$ cat src/hw/rtl/rkpd_pkg.sv
// shared types and constants for the key pair derivation block
`default_nettype none
package rkpd_pkg;

  localparam int LimW  = 14;
  localparam int WordW = 27;
  localparam int StatW = 2;
  localparam int CoefW = WordW + 1;

  localparam logic [LimW-1:0] LIMIT_BOUND = LimW'(10000);
  localparam logic [LimW-1:0] LIMIT_LOW   = LimW'(11);

  localparam logic [StatW-1:0] ST_OK    = StatW'(0);
  localparam logic [StatW-1:0] ST_RANGE = StatW'(1);
  localparam logic [StatW-1:0] ST_NOEXP = StatW'(2);

  // divider operand selection
  typedef enum logic [1:0] {
    DIV_K_BY_D,
    DIV_X_BY_Y,
    DIV_PROD_BY_X
  } div_sel_t;

  // result kind written to the output register
  typedef enum logic [1:0] {
    RES_NONE,
    RES_OK,
    RES_RANGE,
    RES_NOEXP
  } res_kind_t;

  typedef struct packed {
    logic      load_in;
    logic      prime_init;
    logic      prime_sel;
    logic      d_inc;
    logic      k_dec;
    logic      store_prime;
    logic      div_start;
    div_sel_t  div_sel;
    logic      gcd_init;
    logic      gcd_step;
    logic      lcm_store;
    logic      e_init;
    logic      e_inc;
    logic      e_load;
    logic      inv_init;
    logic      inv_q;
    logic      inv_upd;
    res_kind_t res_kind;
  } cmd_t;

  typedef struct packed {
    logic range_bad;
    logic trial_done;
    logic div_done;
    logic rem_zero;
    logic y_zero;
    logic x_one;
    logic lcm_small;
    logic e_ge_l;
  } sts_t;

endpackage
`default_nettype wire

$ cat src/hw/rtl/rkpd_div.sv
// restoring divider, one quotient bit per cycle
`default_nettype none
module rkpd_div (
  input  wire logic                       clk,
  input  wire logic                       rst_n,
  input  wire logic                       start,
  input  wire logic [rkpd_pkg::WordW-1:0] dividend,
  input  wire logic [rkpd_pkg::WordW-1:0] divisor,
  output logic                            done,
  output logic [rkpd_pkg::WordW-1:0]      quot,
  output logic [rkpd_pkg::WordW-1:0]      rem
);

  localparam int CntW = $clog2(rkpd_pkg::WordW);

  logic                       busy_r;
  logic                       done_r;
  logic [CntW-1:0]            cnt_r;
  logic [rkpd_pkg::WordW-1:0] rem_r;
  logic [rkpd_pkg::WordW-1:0] quo_r;
  logic [rkpd_pkg::WordW-1:0] dvs_r;
  logic [rkpd_pkg::WordW:0]   trial;
  logic                       ge;

  // shift in next dividend bit and try subtract
  always_comb begin
    trial = {rem_r, quo_r[rkpd_pkg::WordW-1]};
    ge    = (trial >= {1'b0, dvs_r});
  end

  // control
  always_ff @(posedge clk) begin
    if (!rst_n) begin
      busy_r <= 1'b0;
      done_r <= 1'b0;
      cnt_r  <= '0;
    end else begin
      done_r <= 1'b0;
      if (start) begin
        busy_r <= 1'b1;
        cnt_r  <= '0;
      end else if (busy_r) begin
        if (cnt_r == CntW'(rkpd_pkg::WordW - 1)) begin
          busy_r <= 1'b0;
          done_r <= 1'b1;
        end else begin
          cnt_r <= cnt_r + CntW'(1);
        end
      end
    end
  end

  // datapath
  always_ff @(posedge clk) begin
    if (start) begin
      rem_r <= '0;
      quo_r <= dividend;
      dvs_r <= divisor;
    end else if (busy_r) begin
      if (ge) begin
        rem_r <= rkpd_pkg::WordW'(trial - {1'b0, dvs_r});
      end else begin
        rem_r <= trial[rkpd_pkg::WordW-1:0];
      end
      quo_r <= {quo_r[rkpd_pkg::WordW-2:0], ge};
    end
  end

  assign done = done_r;
  assign quot = quo_r;
  assign rem  = rem_r;

endmodule
`default_nettype wire

$ cat src/hw/rtl/rkpd_dp.sv
// datapath: operand registers, shared divider, output registers
`default_nettype none
module rkpd_dp (
  input  wire logic                        clk,
  input  wire logic                        rst_n,
  input  wire rkpd_pkg::cmd_t              cmd,
  output rkpd_pkg::sts_t                   sts,
  input  wire logic [rkpd_pkg::LimW-1:0]   first_limit,
  input  wire logic [rkpd_pkg::LimW-1:0]   second_limit,
  output logic [rkpd_pkg::WordW-1:0]       public_exponent,
  output logic [rkpd_pkg::WordW-1:0]       private_exponent,
  output logic [rkpd_pkg::WordW-1:0]       modulus,
  output logic [rkpd_pkg::StatW-1:0]       status
);

  localparam int LimW  = rkpd_pkg::LimW;
  localparam int WordW = rkpd_pkg::WordW;
  localparam int CoefW = rkpd_pkg::CoefW;

  logic [LimW-1:0]         a_r, b_r;
  logic [LimW-1:0]         k_r, d_r;
  logic [LimW-1:0]         p_r, q_r;
  logic [WordW-1:0]        x_r, y_r;
  logic [WordW-1:0]        l_r, e_r, qt_r;
  logic signed [CoefW-1:0] t0_r, t1_r;
  logic [WordW-1:0]        e_out_r, d_out_r, n_out_r;
  logic [rkpd_pkg::StatW-1:0] st_out_r;

  logic [WordW-1:0]        dvd, dvs, quot, rem;
  logic                    div_done;
  logic [2*LimW-1:0]       dd_sq;
  logic [2*LimW-1:0]       pq_prod;
  logic [2*LimW-1:0]       nm_prod;
  logic signed [CoefW-1:0] qt_prod;
  logic signed [CoefW-1:0] t_new;
  logic signed [CoefW-1:0] t_fix;

  // arithmetic helpers, coefficient product kept to its low bits
  always_comb begin
    dd_sq   = (2*LimW)'(d_r) * (2*LimW)'(d_r);
    pq_prod = (2*LimW)'(p_r - LimW'(1)) * (2*LimW)'(q_r - LimW'(1));
    nm_prod = (2*LimW)'(p_r) * (2*LimW)'(q_r);
    qt_prod = $signed({1'b0, qt_r}) * t1_r;
    t_new   = t0_r - qt_prod;
    t_fix   = t0_r[CoefW-1] ? (t0_r + $signed({1'b0, l_r})) : t0_r;
  end

  // divider operand select
  always_comb begin
    case (cmd.div_sel)
      rkpd_pkg::DIV_K_BY_D: begin
        dvd = WordW'(k_r);
        dvs = WordW'(d_r);
      end
      rkpd_pkg::DIV_X_BY_Y: begin
        dvd = x_r;
        dvs = y_r;
      end
      rkpd_pkg::DIV_PROD_BY_X: begin
        dvd = WordW'(pq_prod);
        dvs = x_r;
      end
      default: begin
        dvd = x_r;
        dvs = y_r;
      end
    endcase
  end

  rkpd_div u_div (
    .clk      (clk),
    .rst_n    (rst_n),
    .start    (cmd.div_start),
    .dividend (dvd),
    .divisor  (dvs),
    .done     (div_done),
    .quot     (quot),
    .rem      (rem)
  );

  // operand registers
  always_ff @(posedge clk) begin
    if (cmd.load_in) begin
      a_r <= first_limit;
      b_r <= second_limit;
    end
    if (cmd.prime_init) begin
      k_r <= cmd.prime_sel ? b_r : a_r;
      d_r <= LimW'(2);
    end
    if (cmd.d_inc) begin
      d_r <= d_r + LimW'(1);
    end
    if (cmd.k_dec) begin
      k_r <= k_r - LimW'(1);
      d_r <= LimW'(2);
    end
    if (cmd.store_prime) begin
      if (cmd.prime_sel) begin
        q_r <= k_r;
      end else begin
        p_r <= k_r;
      end
    end
    if (cmd.gcd_init) begin
      x_r <= WordW'(p_r - LimW'(1));
      y_r <= WordW'(q_r - LimW'(1));
    end
    if (cmd.gcd_step || cmd.inv_upd) begin
      x_r <= y_r;
      y_r <= rem;
    end
    if (cmd.lcm_store) begin
      l_r <= quot;
    end
    if (cmd.e_init) begin
      e_r <= WordW'(2);
    end
    if (cmd.e_inc) begin
      e_r <= e_r + WordW'(1);
    end
    if (cmd.e_load || cmd.inv_init) begin
      x_r <= l_r;
      y_r <= e_r;
    end
    if (cmd.inv_init) begin
      t0_r <= '0;
      t1_r <= CoefW'(1);
    end
    if (cmd.inv_q) begin
      qt_r <= quot;
    end
    if (cmd.inv_upd) begin
      t0_r <= t1_r;
      t1_r <= t_new;
    end
  end

  // output registers
  always_ff @(posedge clk) begin
    case (cmd.res_kind)
      rkpd_pkg::RES_OK: begin
        e_out_r  <= e_r;
        d_out_r  <= t_fix[WordW-1:0];
        n_out_r  <= WordW'(nm_prod);
        st_out_r <= rkpd_pkg::ST_OK;
      end
      rkpd_pkg::RES_RANGE: begin
        e_out_r  <= '0;
        d_out_r  <= '0;
        n_out_r  <= '0;
        st_out_r <= rkpd_pkg::ST_RANGE;
      end
      rkpd_pkg::RES_NOEXP: begin
        e_out_r  <= '0;
        d_out_r  <= '0;
        n_out_r  <= '0;
        st_out_r <= rkpd_pkg::ST_NOEXP;
      end
      default: begin
      end
    endcase
  end

  // status to controller
  always_comb begin
    sts.range_bad  = (a_r < rkpd_pkg::LIMIT_LOW) || (a_r >= rkpd_pkg::LIMIT_BOUND) ||
                     (b_r < rkpd_pkg::LIMIT_LOW) || (b_r >= rkpd_pkg::LIMIT_BOUND);
    sts.trial_done = (dd_sq > (2*LimW)'(k_r));
    sts.div_done   = div_done;
    sts.rem_zero   = (rem == '0);
    sts.y_zero     = (y_r == '0);
    sts.x_one      = (x_r == WordW'(1));
    sts.lcm_small  = (l_r <= WordW'(2));
    sts.e_ge_l     = (e_r >= l_r);
  end

  assign public_exponent  = e_out_r;
  assign private_exponent = d_out_r;
  assign modulus          = n_out_r;
  assign status           = st_out_r;

endmodule
`default_nettype wire

$ cat src/hw/rtl/rkpd_ctrl.sv
// controller state machine sequencing the datapath
`default_nettype none
module rkpd_ctrl (
  input  wire logic           clk,
  input  wire logic           rst_n,
  input  wire logic           in_valid,
  output logic                in_stall,
  output logic                out_valid,
  input  wire logic           out_stall,
  input  wire rkpd_pkg::sts_t sts,
  output rkpd_pkg::cmd_t      cmd
);

  typedef enum logic [4:0] {
    S_IDLE, S_CHECK, S_P_INIT, S_P_TEST, S_P_WAIT, S_G_INIT, S_G_TEST, S_G_WAIT,
    S_L_WAIT, S_L_CHK, S_E_LOAD, S_E_TEST, S_E_WAIT, S_I_INIT, S_I_TEST,
    S_I_WAIT, S_I_UPD, S_FIN_OK, S_FIN_RANGE, S_FIN_NOEXP
  } state_t;

  state_t state_r, state_nxt;
  logic   sel_r, sel_nxt;
  logic   out_valid_r, out_valid_nxt;
  logic   out_free;

  assign out_free = !out_valid_r || !out_stall;

  // next state and commands
  always_comb begin
    state_nxt     = state_r;
    sel_nxt       = sel_r;
    out_valid_nxt = out_valid_r && out_stall;
    cmd           = '0;
    cmd.div_sel   = rkpd_pkg::DIV_X_BY_Y;
    cmd.res_kind  = rkpd_pkg::RES_NONE;
    cmd.prime_sel = sel_r;
    case (state_r)
      S_IDLE: begin
        if (in_valid) begin
          cmd.load_in = 1'b1;
          state_nxt   = S_CHECK;
        end
      end
      S_CHECK: begin
        sel_nxt   = 1'b0;
        state_nxt = sts.range_bad ? S_FIN_RANGE : S_P_INIT;
      end
      S_P_INIT: begin
        cmd.prime_init = 1'b1;
        state_nxt      = S_P_TEST;
      end
      S_P_TEST: begin
        if (sts.trial_done) begin
          cmd.store_prime = 1'b1;
          if (!sel_r) begin
            sel_nxt   = 1'b1;
            state_nxt = S_P_INIT;
          end else begin
            state_nxt = S_G_INIT;
          end
        end else begin
          cmd.div_start = 1'b1;
          cmd.div_sel   = rkpd_pkg::DIV_K_BY_D;
          state_nxt     = S_P_WAIT;
        end
      end
      S_P_WAIT: begin
        if (sts.div_done) begin
          cmd.k_dec = sts.rem_zero;
          cmd.d_inc = !sts.rem_zero;
          state_nxt = S_P_TEST;
        end
      end
      S_G_INIT: begin
        cmd.gcd_init = 1'b1;
        state_nxt    = S_G_TEST;
      end
      S_G_TEST: begin
        cmd.div_start = 1'b1;
        if (sts.y_zero) begin
          cmd.div_sel = rkpd_pkg::DIV_PROD_BY_X;
          state_nxt   = S_L_WAIT;
        end else begin
          state_nxt = S_G_WAIT;
        end
      end
      S_G_WAIT: begin
        if (sts.div_done) begin
          cmd.gcd_step = 1'b1;
          state_nxt    = S_G_TEST;
        end
      end
      S_L_WAIT: begin
        if (sts.div_done) begin
          cmd.lcm_store = 1'b1;
          state_nxt     = S_L_CHK;
        end
      end
      S_L_CHK: begin
        if (sts.lcm_small) begin
          state_nxt = S_FIN_NOEXP;
        end else begin
          cmd.e_init = 1'b1;
          state_nxt  = S_E_LOAD;
        end
      end
      S_E_LOAD: begin
        if (sts.e_ge_l) begin
          state_nxt = S_FIN_NOEXP;
        end else begin
          cmd.e_load = 1'b1;
          state_nxt  = S_E_TEST;
        end
      end
      S_E_TEST: begin
        if (sts.y_zero) begin
          if (sts.x_one) begin
            state_nxt = S_I_INIT;
          end else begin
            cmd.e_inc = 1'b1;
            state_nxt = S_E_LOAD;
          end
        end else begin
          cmd.div_start = 1'b1;
          state_nxt     = S_E_WAIT;
        end
      end
      S_E_WAIT: begin
        if (sts.div_done) begin
          cmd.gcd_step = 1'b1;
          state_nxt    = S_E_TEST;
        end
      end
      S_I_INIT: begin
        cmd.inv_init = 1'b1;
        state_nxt    = S_I_TEST;
      end
      S_I_TEST: begin
        if (sts.y_zero) begin
          state_nxt = S_FIN_OK;
        end else begin
          cmd.div_start = 1'b1;
          state_nxt     = S_I_WAIT;
        end
      end
      S_I_WAIT: begin
        if (sts.div_done) begin
          cmd.inv_q = 1'b1;
          state_nxt = S_I_UPD;
        end
      end
      S_I_UPD: begin
        cmd.inv_upd = 1'b1;
        state_nxt   = S_I_TEST;
      end
      S_FIN_OK, S_FIN_RANGE, S_FIN_NOEXP: begin
        if (out_free) begin
          case (state_r)
            S_FIN_OK:    cmd.res_kind = rkpd_pkg::RES_OK;
            S_FIN_RANGE: cmd.res_kind = rkpd_pkg::RES_RANGE;
            default:     cmd.res_kind = rkpd_pkg::RES_NOEXP;
          endcase
          out_valid_nxt = 1'b1;
          state_nxt     = S_IDLE;
        end
      end
      default: begin
        state_nxt = S_IDLE;
      end
    endcase
  end

  // state and registered outputs
  always_ff @(posedge clk) begin
    if (!rst_n) begin
      state_r     <= S_IDLE;
      sel_r       <= 1'b0;
      out_valid_r <= 1'b0;
    end else begin
      state_r     <= state_nxt;
      sel_r       <= sel_nxt;
      out_valid_r <= out_valid_nxt;
    end
  end

  assign in_stall  = (state_r != S_IDLE);
  assign out_valid = out_valid_r;

endmodule
`default_nettype wire

$ cat src/hw/rtl/rsa_key_pair_derivation.sv
// top level: key pair derivation from two prime search limits
// a rejected limit pair goes from the range check straight to the result; otherwise the run is data
// dependent, each trial division or euclid step waiting on the shared serial divider
// throughput: one item at a time; a new transfer is taken once the result is registered
// reset: synchronous active-low rst_n clears controller state, divider and out_valid
`default_nettype none
module rsa_key_pair_derivation (
  input  wire logic                          clk,
  input  wire logic                          rst_n,
  input  wire logic                          in_valid,
  output logic                               in_stall,
  input  wire logic [rkpd_pkg::LimW-1:0]     in_first_limit,
  input  wire logic [rkpd_pkg::LimW-1:0]     in_second_limit,
  output logic                               out_valid,
  input  wire logic                          out_stall,
  output logic [rkpd_pkg::WordW-1:0]         out_public_exponent,
  output logic [rkpd_pkg::WordW-1:0]         out_private_exponent,
  output logic [rkpd_pkg::WordW-1:0]         out_modulus,
  output logic [rkpd_pkg::StatW-1:0]         out_status
);

  rkpd_pkg::cmd_t cmd;
  rkpd_pkg::sts_t sts;

  rkpd_ctrl u_ctrl (
    .clk       (clk),
    .rst_n     (rst_n),
    .in_valid  (in_valid),
    .in_stall  (in_stall),
    .out_valid (out_valid),
    .out_stall (out_stall),
    .sts       (sts),
    .cmd       (cmd)
  );

  rkpd_dp u_dp (
    .clk              (clk),
    .rst_n            (rst_n),
    .cmd              (cmd),
    .sts              (sts),
    .first_limit      (in_first_limit),
    .second_limit     (in_second_limit),
    .public_exponent  (out_public_exponent),
    .private_exponent (out_private_exponent),
    .modulus          (out_modulus),
    .status           (out_status)
  );

endmodule
`default_nettype wire
$ cat config.mk
export PLATFORM = sky130hd
export DESIGN_NAME = rsa_key_pair_derivation
export DESIGN_NICKNAME = d
export VERILOG_FILES = /design/src/hw/rtl/rkpd_pkg.sv /design/src/hw/rtl/rkpd_div.sv /design/src/hw/rtl/rkpd_dp.sv /design/src/hw/rtl/rkpd_ctrl.sv /design/src/hw/rtl/rsa_key_pair_derivation.sv
export SDC_FILE = /design/constraint.sdc
export NUM_CORES = 2
export LEC_CHECK = 0
export BUFFER_PORTS_ARGS = -buffer_cell sky130_fd_sc_hd__clkbuf_2
export CORE_AREA = 2 2 340 342
export DETAILED_ROUTE_END_ITERATION = 10
export DIE_AREA = 0 0 342 344
export PLACE_DENSITY = 0.66
export SYNTH_ARGS = -nofsm -noshare
export SYNTH_HDL_FRONTEND = slang
export SYNTH_HIERARCHICAL = 1
export SYNTH_SLANG_ARGS = --single-unit
$ cat constraint.sdc
create_clock -name clk -period 19.2 [get_ports clk]
set_clock_uncertainty 0.05 [all_clocks]
set_input_delay 4.8 -clock clk [delete_from_list [all_inputs] [get_ports clk]]
set_output_delay 4.8 -clock clk [all_outputs]
set_load 0.02 [all_outputs]
==> impl_metrics.tcl <==
set metrics [dict create \
    xor_xnor_cell_area_share_of_the_yosys_netlist 0.0426 \
    synth-main-ff-cell "sky130_fd_sc_hd__edfxtp_1" \
    critPathMaxFanout 29 \
    worst_setup_timing_slack_at_the_placement_stage_ns 8.37 \
    share_of_power_burned_in_combinational_logic 0.648 \
    finalHoldViolations 0 \
    hold-path-cell-count 0 \
    grt_start_max_net_pins 110 \
    timing.critical_path.slowest_stage_cell "sky130_fd_sc_hd__inv_1" \
    post_cts_resized 0 \
    fp.dieW_um 342 \
    synth-edff-count 398 \
    static-leakage-power_nw 27.4 \
    power_density_over_cell_area_nw_per_um2 118 \
    final_core_density 0.532 \
    num_vias 41733 \
    worstHoldEndpoint "u_dp/l_r[21]" \
    synth_warnings 6 \
    critical_path.startpoint_type "flip-flop" \
    synth_sequential_area_ratio 0.230 \
    portBuffers 116 \
    rr_endpoint "u_dp/u_div/quot[12]" \
    cts_buffer_depth 3 \
    worst_slew_margin_relative_to_its_limit 0.0528 \
    async_reset_ff_frac 0 \
    nNetsFinal 7179 \
    timing_max_transition_violations_final 0 \
    post_synth_num_cell_types 92 \
    grt.total_usage 0.267 \
    layout_min_cycle_time_ns 10.92 \
    max_freq_mhz 91.6 \
    routed_wirelength_um 154000 \
    floorplan.initialDensity 0.498 \
    hold_path_start "u_dp/u_div/quot[21]" \
    detail_route.iter0.violations 3278 \
    htree_num_levels 2 \
    synth_top_cells_by_area "sky130_fd_sc_hd__fa_1 28%, sky130_fd_sc_hd__edfxtp_1 21%, sky130_fd_sc_hd__ha_1 10%" \
    result_of_the_run "complete, no violations" \
    timing.final.crit_share 0.569 \
    cts_num_sinks 453 \
    standard_cell_core_area_um2 114000 \
    drt_drc_violations_left 0 \
    grt.overflow.total 0 \
    unrepaired_setup_endpoints_after_global_routing "no" \
    design.portCount 117 \
    final_layout_size_suffix_gt1_frac 0.0582 \
    power.net_switching_w 0.00327 \
    crit_type "reg2reg" \
    worst_path_largest_cell_delay_ns 0.92 \
    avgRoutedWirePerCell_um 20.8 \
    timing.hold.worst.class "reg2reg" \
    timing.reg2reg.worst_path_depth 34 \
    crit_required_ns 19.41 \
    worst-endpoint-arrival_ns 11.13 \
    drv_cap 0 \
    seq_power_share 0.196 \
    ant_nets 0 \
    power_frac_clock 0.156 \
    post-route-worst-setup-slack_ns 8.28 \
    finalSetupViolCount 0 \
    synth.area.mux_share 0.0199 \
    synth.largest_area_cell "sky130_fd_sc_hd__fa_1" \
    synth-compound-area-share 0.0785 \
    synth_simple_gate_area_frac 0.160 \
    fill_cells 10319 \
    yosysMostFrequentCell "sky130_fd_sc_hd__inv_1" \
    hpwl_detailed_um 119000 \
    fp-row-count 124 \
    floorplan.die.height_um 344 \
    die-area_um2 118000 \
    end_kind "flip-flop" \
    first_global_vias 42833 \
    ys_seq_elements 453 \
    ys_top_cells_by_count "1008 x sky130_fd_sc_hd__inv_1, 795 x sky130_fd_sc_hd__fa_1, 629 x sky130_fd_sc_hd__nand2_1, 465 x sky130_fd_sc_hd__ha_1, 422 x sky130_fd_sc_hd__and2_1" \
    syn_area_per_cell_um2 9.61 \
    worst_r2r_startpoint "u_dp/d_r[2]" \
    syn_inst 5903 \
    synth-adder-area-share 0.383 \
    p_int_w 0.00384 \
    clk-insertion-delay-late_ns 0.70 \
    cts_setup_buffers 0 \
    synthesis.area_um2 56700 \
    r2r_slack_ns 8.28 \
    cts_tree "yes" \
    clk_tree_root_cell "sky130_fd_sc_hd__clkbuf_16" \
    gp_congestion 0.902 \
    ir_drop_mv 0.425 \
    cts_inserted_buffers 54 \
    place_area_um2 58700 \
    clk_pin_slew_worst_paths_ns 0.06 \
    drt-vias-per-instance 5.61 \
    synth.net_count 7195 \
    syn2layout_area_growth_pct 6.81 \
    cts_hold_buf 0 \
    post-route-cell-area_um2 60600 \
    timing_worst_slew_pin_value_ns 1.41 \
    grt_antenna_before_repair 8 \
    switching_share 0.460 \
    critPathLaunch "u_dp/d_r[2]" \
    finalSetupTns_ns 0 \
    synth_top_cell_area_share 0.281 \
    drtPass1Iterations 5 \
    synth_top_family_by_area "adder cells" \
    first_pass_grt_wire_length_um 243000 \
]
[metrics by stage]
step / power (W) / hold slack, ns / instances
2_1_floorplan: 0.00490 / 0.391 / 5903
3_3_place_gp: 0.00590 / 0.432 / 7343
3_5_place_dp: 0.00600 / 0.434 / 7343
4_1_cts: 0.00714 / 0.450 / 7442
5_1_grt: 0.00785 / 0.471 / 7442
6_report: 0.00712 / 0.455 / 7443
[critical path, delay by kind of cell, from the launching register on]
family	cells	cell delay (ns)
compound gates	8	1.56
fa+ha+maj	8	3.44
buf+inv	7	1.87
flops	1	0.71
simple gates	11	2.82
[cells by family (layout without fill, tap and decap cells)]
logic type,after synthesis,in the layout
flops,453,453
simple gates,1841,1841
buf+inv,1264,1291
xor+xnor,272,272
compound gates,703,703
mux,109,109
other cells,0,1
fa+ha+maj,1261,1261
[layout make-up]
type,instances,area [um2],share of cell area
flip-flops and latches,453,13100,0.215
well taps,1512,1890,0.0312
repair buffers,182,1080,0.0178
diodes,1,2.50,0.0000413
multi-input cells,4186,38900,0.642
clock inverters,36,494,0.00816
clock buffers,63,1390,0.0229
inverters,1010,3790,0.0626
[flip-flops by register name (all words and copies together), names as in the netlist, 27 cells and up]
signal and count:
u_dp/e_r 27, u_dp/l_r 27, u_dp/modulus 27, u_dp/private_exponent 27, u_dp/public_exponent 27, u_dp/qt_r 27, u_dp/t0_r 28, u_dp/t1_r 28
u_dp/u_div/dvs_r 27, u_dp/u_div/quot 27, u_dp/u_div/rem 27, u_dp/x_r 27, u_dp/y_r 27
[how the worst max path moves through the flow]
| stage | to | depth (start not counted) |
|---|---|---|
| after floorplan | u_dp/u_div/quot[0] | 34 |
| after global placement | u_dp/u_div/quot[10] | 34 |
| after detailed placement | u_dp/u_div/quot[9] | 34 |
| after CTS | u_dp/u_div/quot[12] | 34 |
| after global routing | u_dp/u_div/quot[12] | 34 |
| final | u_dp/u_div/quot[12] | 34 |
[power by group through the flow]
stage	combinational, W	clock (W)	sequential [W]
detailed placement	0.00459	0	0.00141
global route	0.00528	0.00116	0.00140
finish	0.00461	0.00111	0.00139
global placement	0.00450	0	0.00141
floorplan	0.00357	0	0.00133
CTS	0.00462	0.00113	0.00139
[routing by layer]
metal  wire, um  track usage  vias up  part of all wire
met3      10600       0.0346      355             0.068
li1           -            -    18922                 -
met2      72100        0.439     1490              0.47
met4       8200        0.120        0             0.053
met1      63700        0.356    20966              0.41
met5          0            0        -                 0
[placed cells by master, fill, tap and decap left out, types with 31 or more instances in the layout]
cell type	instances
sky130_fd_sc_hd__inv_1	1008
sky130_fd_sc_hd__fa_1	795
sky130_fd_sc_hd__nand2_1	629
sky130_fd_sc_hd__ha_1	465
sky130_fd_sc_hd__and2_1	422
sky130_fd_sc_hd__edfxtp_1	398
sky130_fd_sc_hd__nor2_1	336
sky130_fd_sc_hd__a21oi_1	210
sky130_fd_sc_hd__xnor2_1	194
sky130_fd_sc_hd__o21ai_0	176
sky130_fd_sc_hd__clkbuf_2	116
sky130_fd_sc_hd__mux2i_1	79
sky130_fd_sc_hd__xor2_1	75
sky130_fd_sc_hd__buf_4	66
sky130_fd_sc_hd__nor2b_1	65
sky130_fd_sc_hd__nand3_1	62
sky130_fd_sc_hd__nor3_1	62
sky130_fd_sc_hd__a211oi_1	60
sky130_fd_sc_hd__a21o_1	57
sky130_fd_sc_hd__dfxtp_1	55
sky130_fd_sc_hd__clkbuf_16	54
sky130_fd_sc_hd__nand2b_1	54
sky130_fd_sc_hd__nor4_1	45
sky130_fd_sc_hd__nand4_1	31
(Power assumes the default switching activity.)
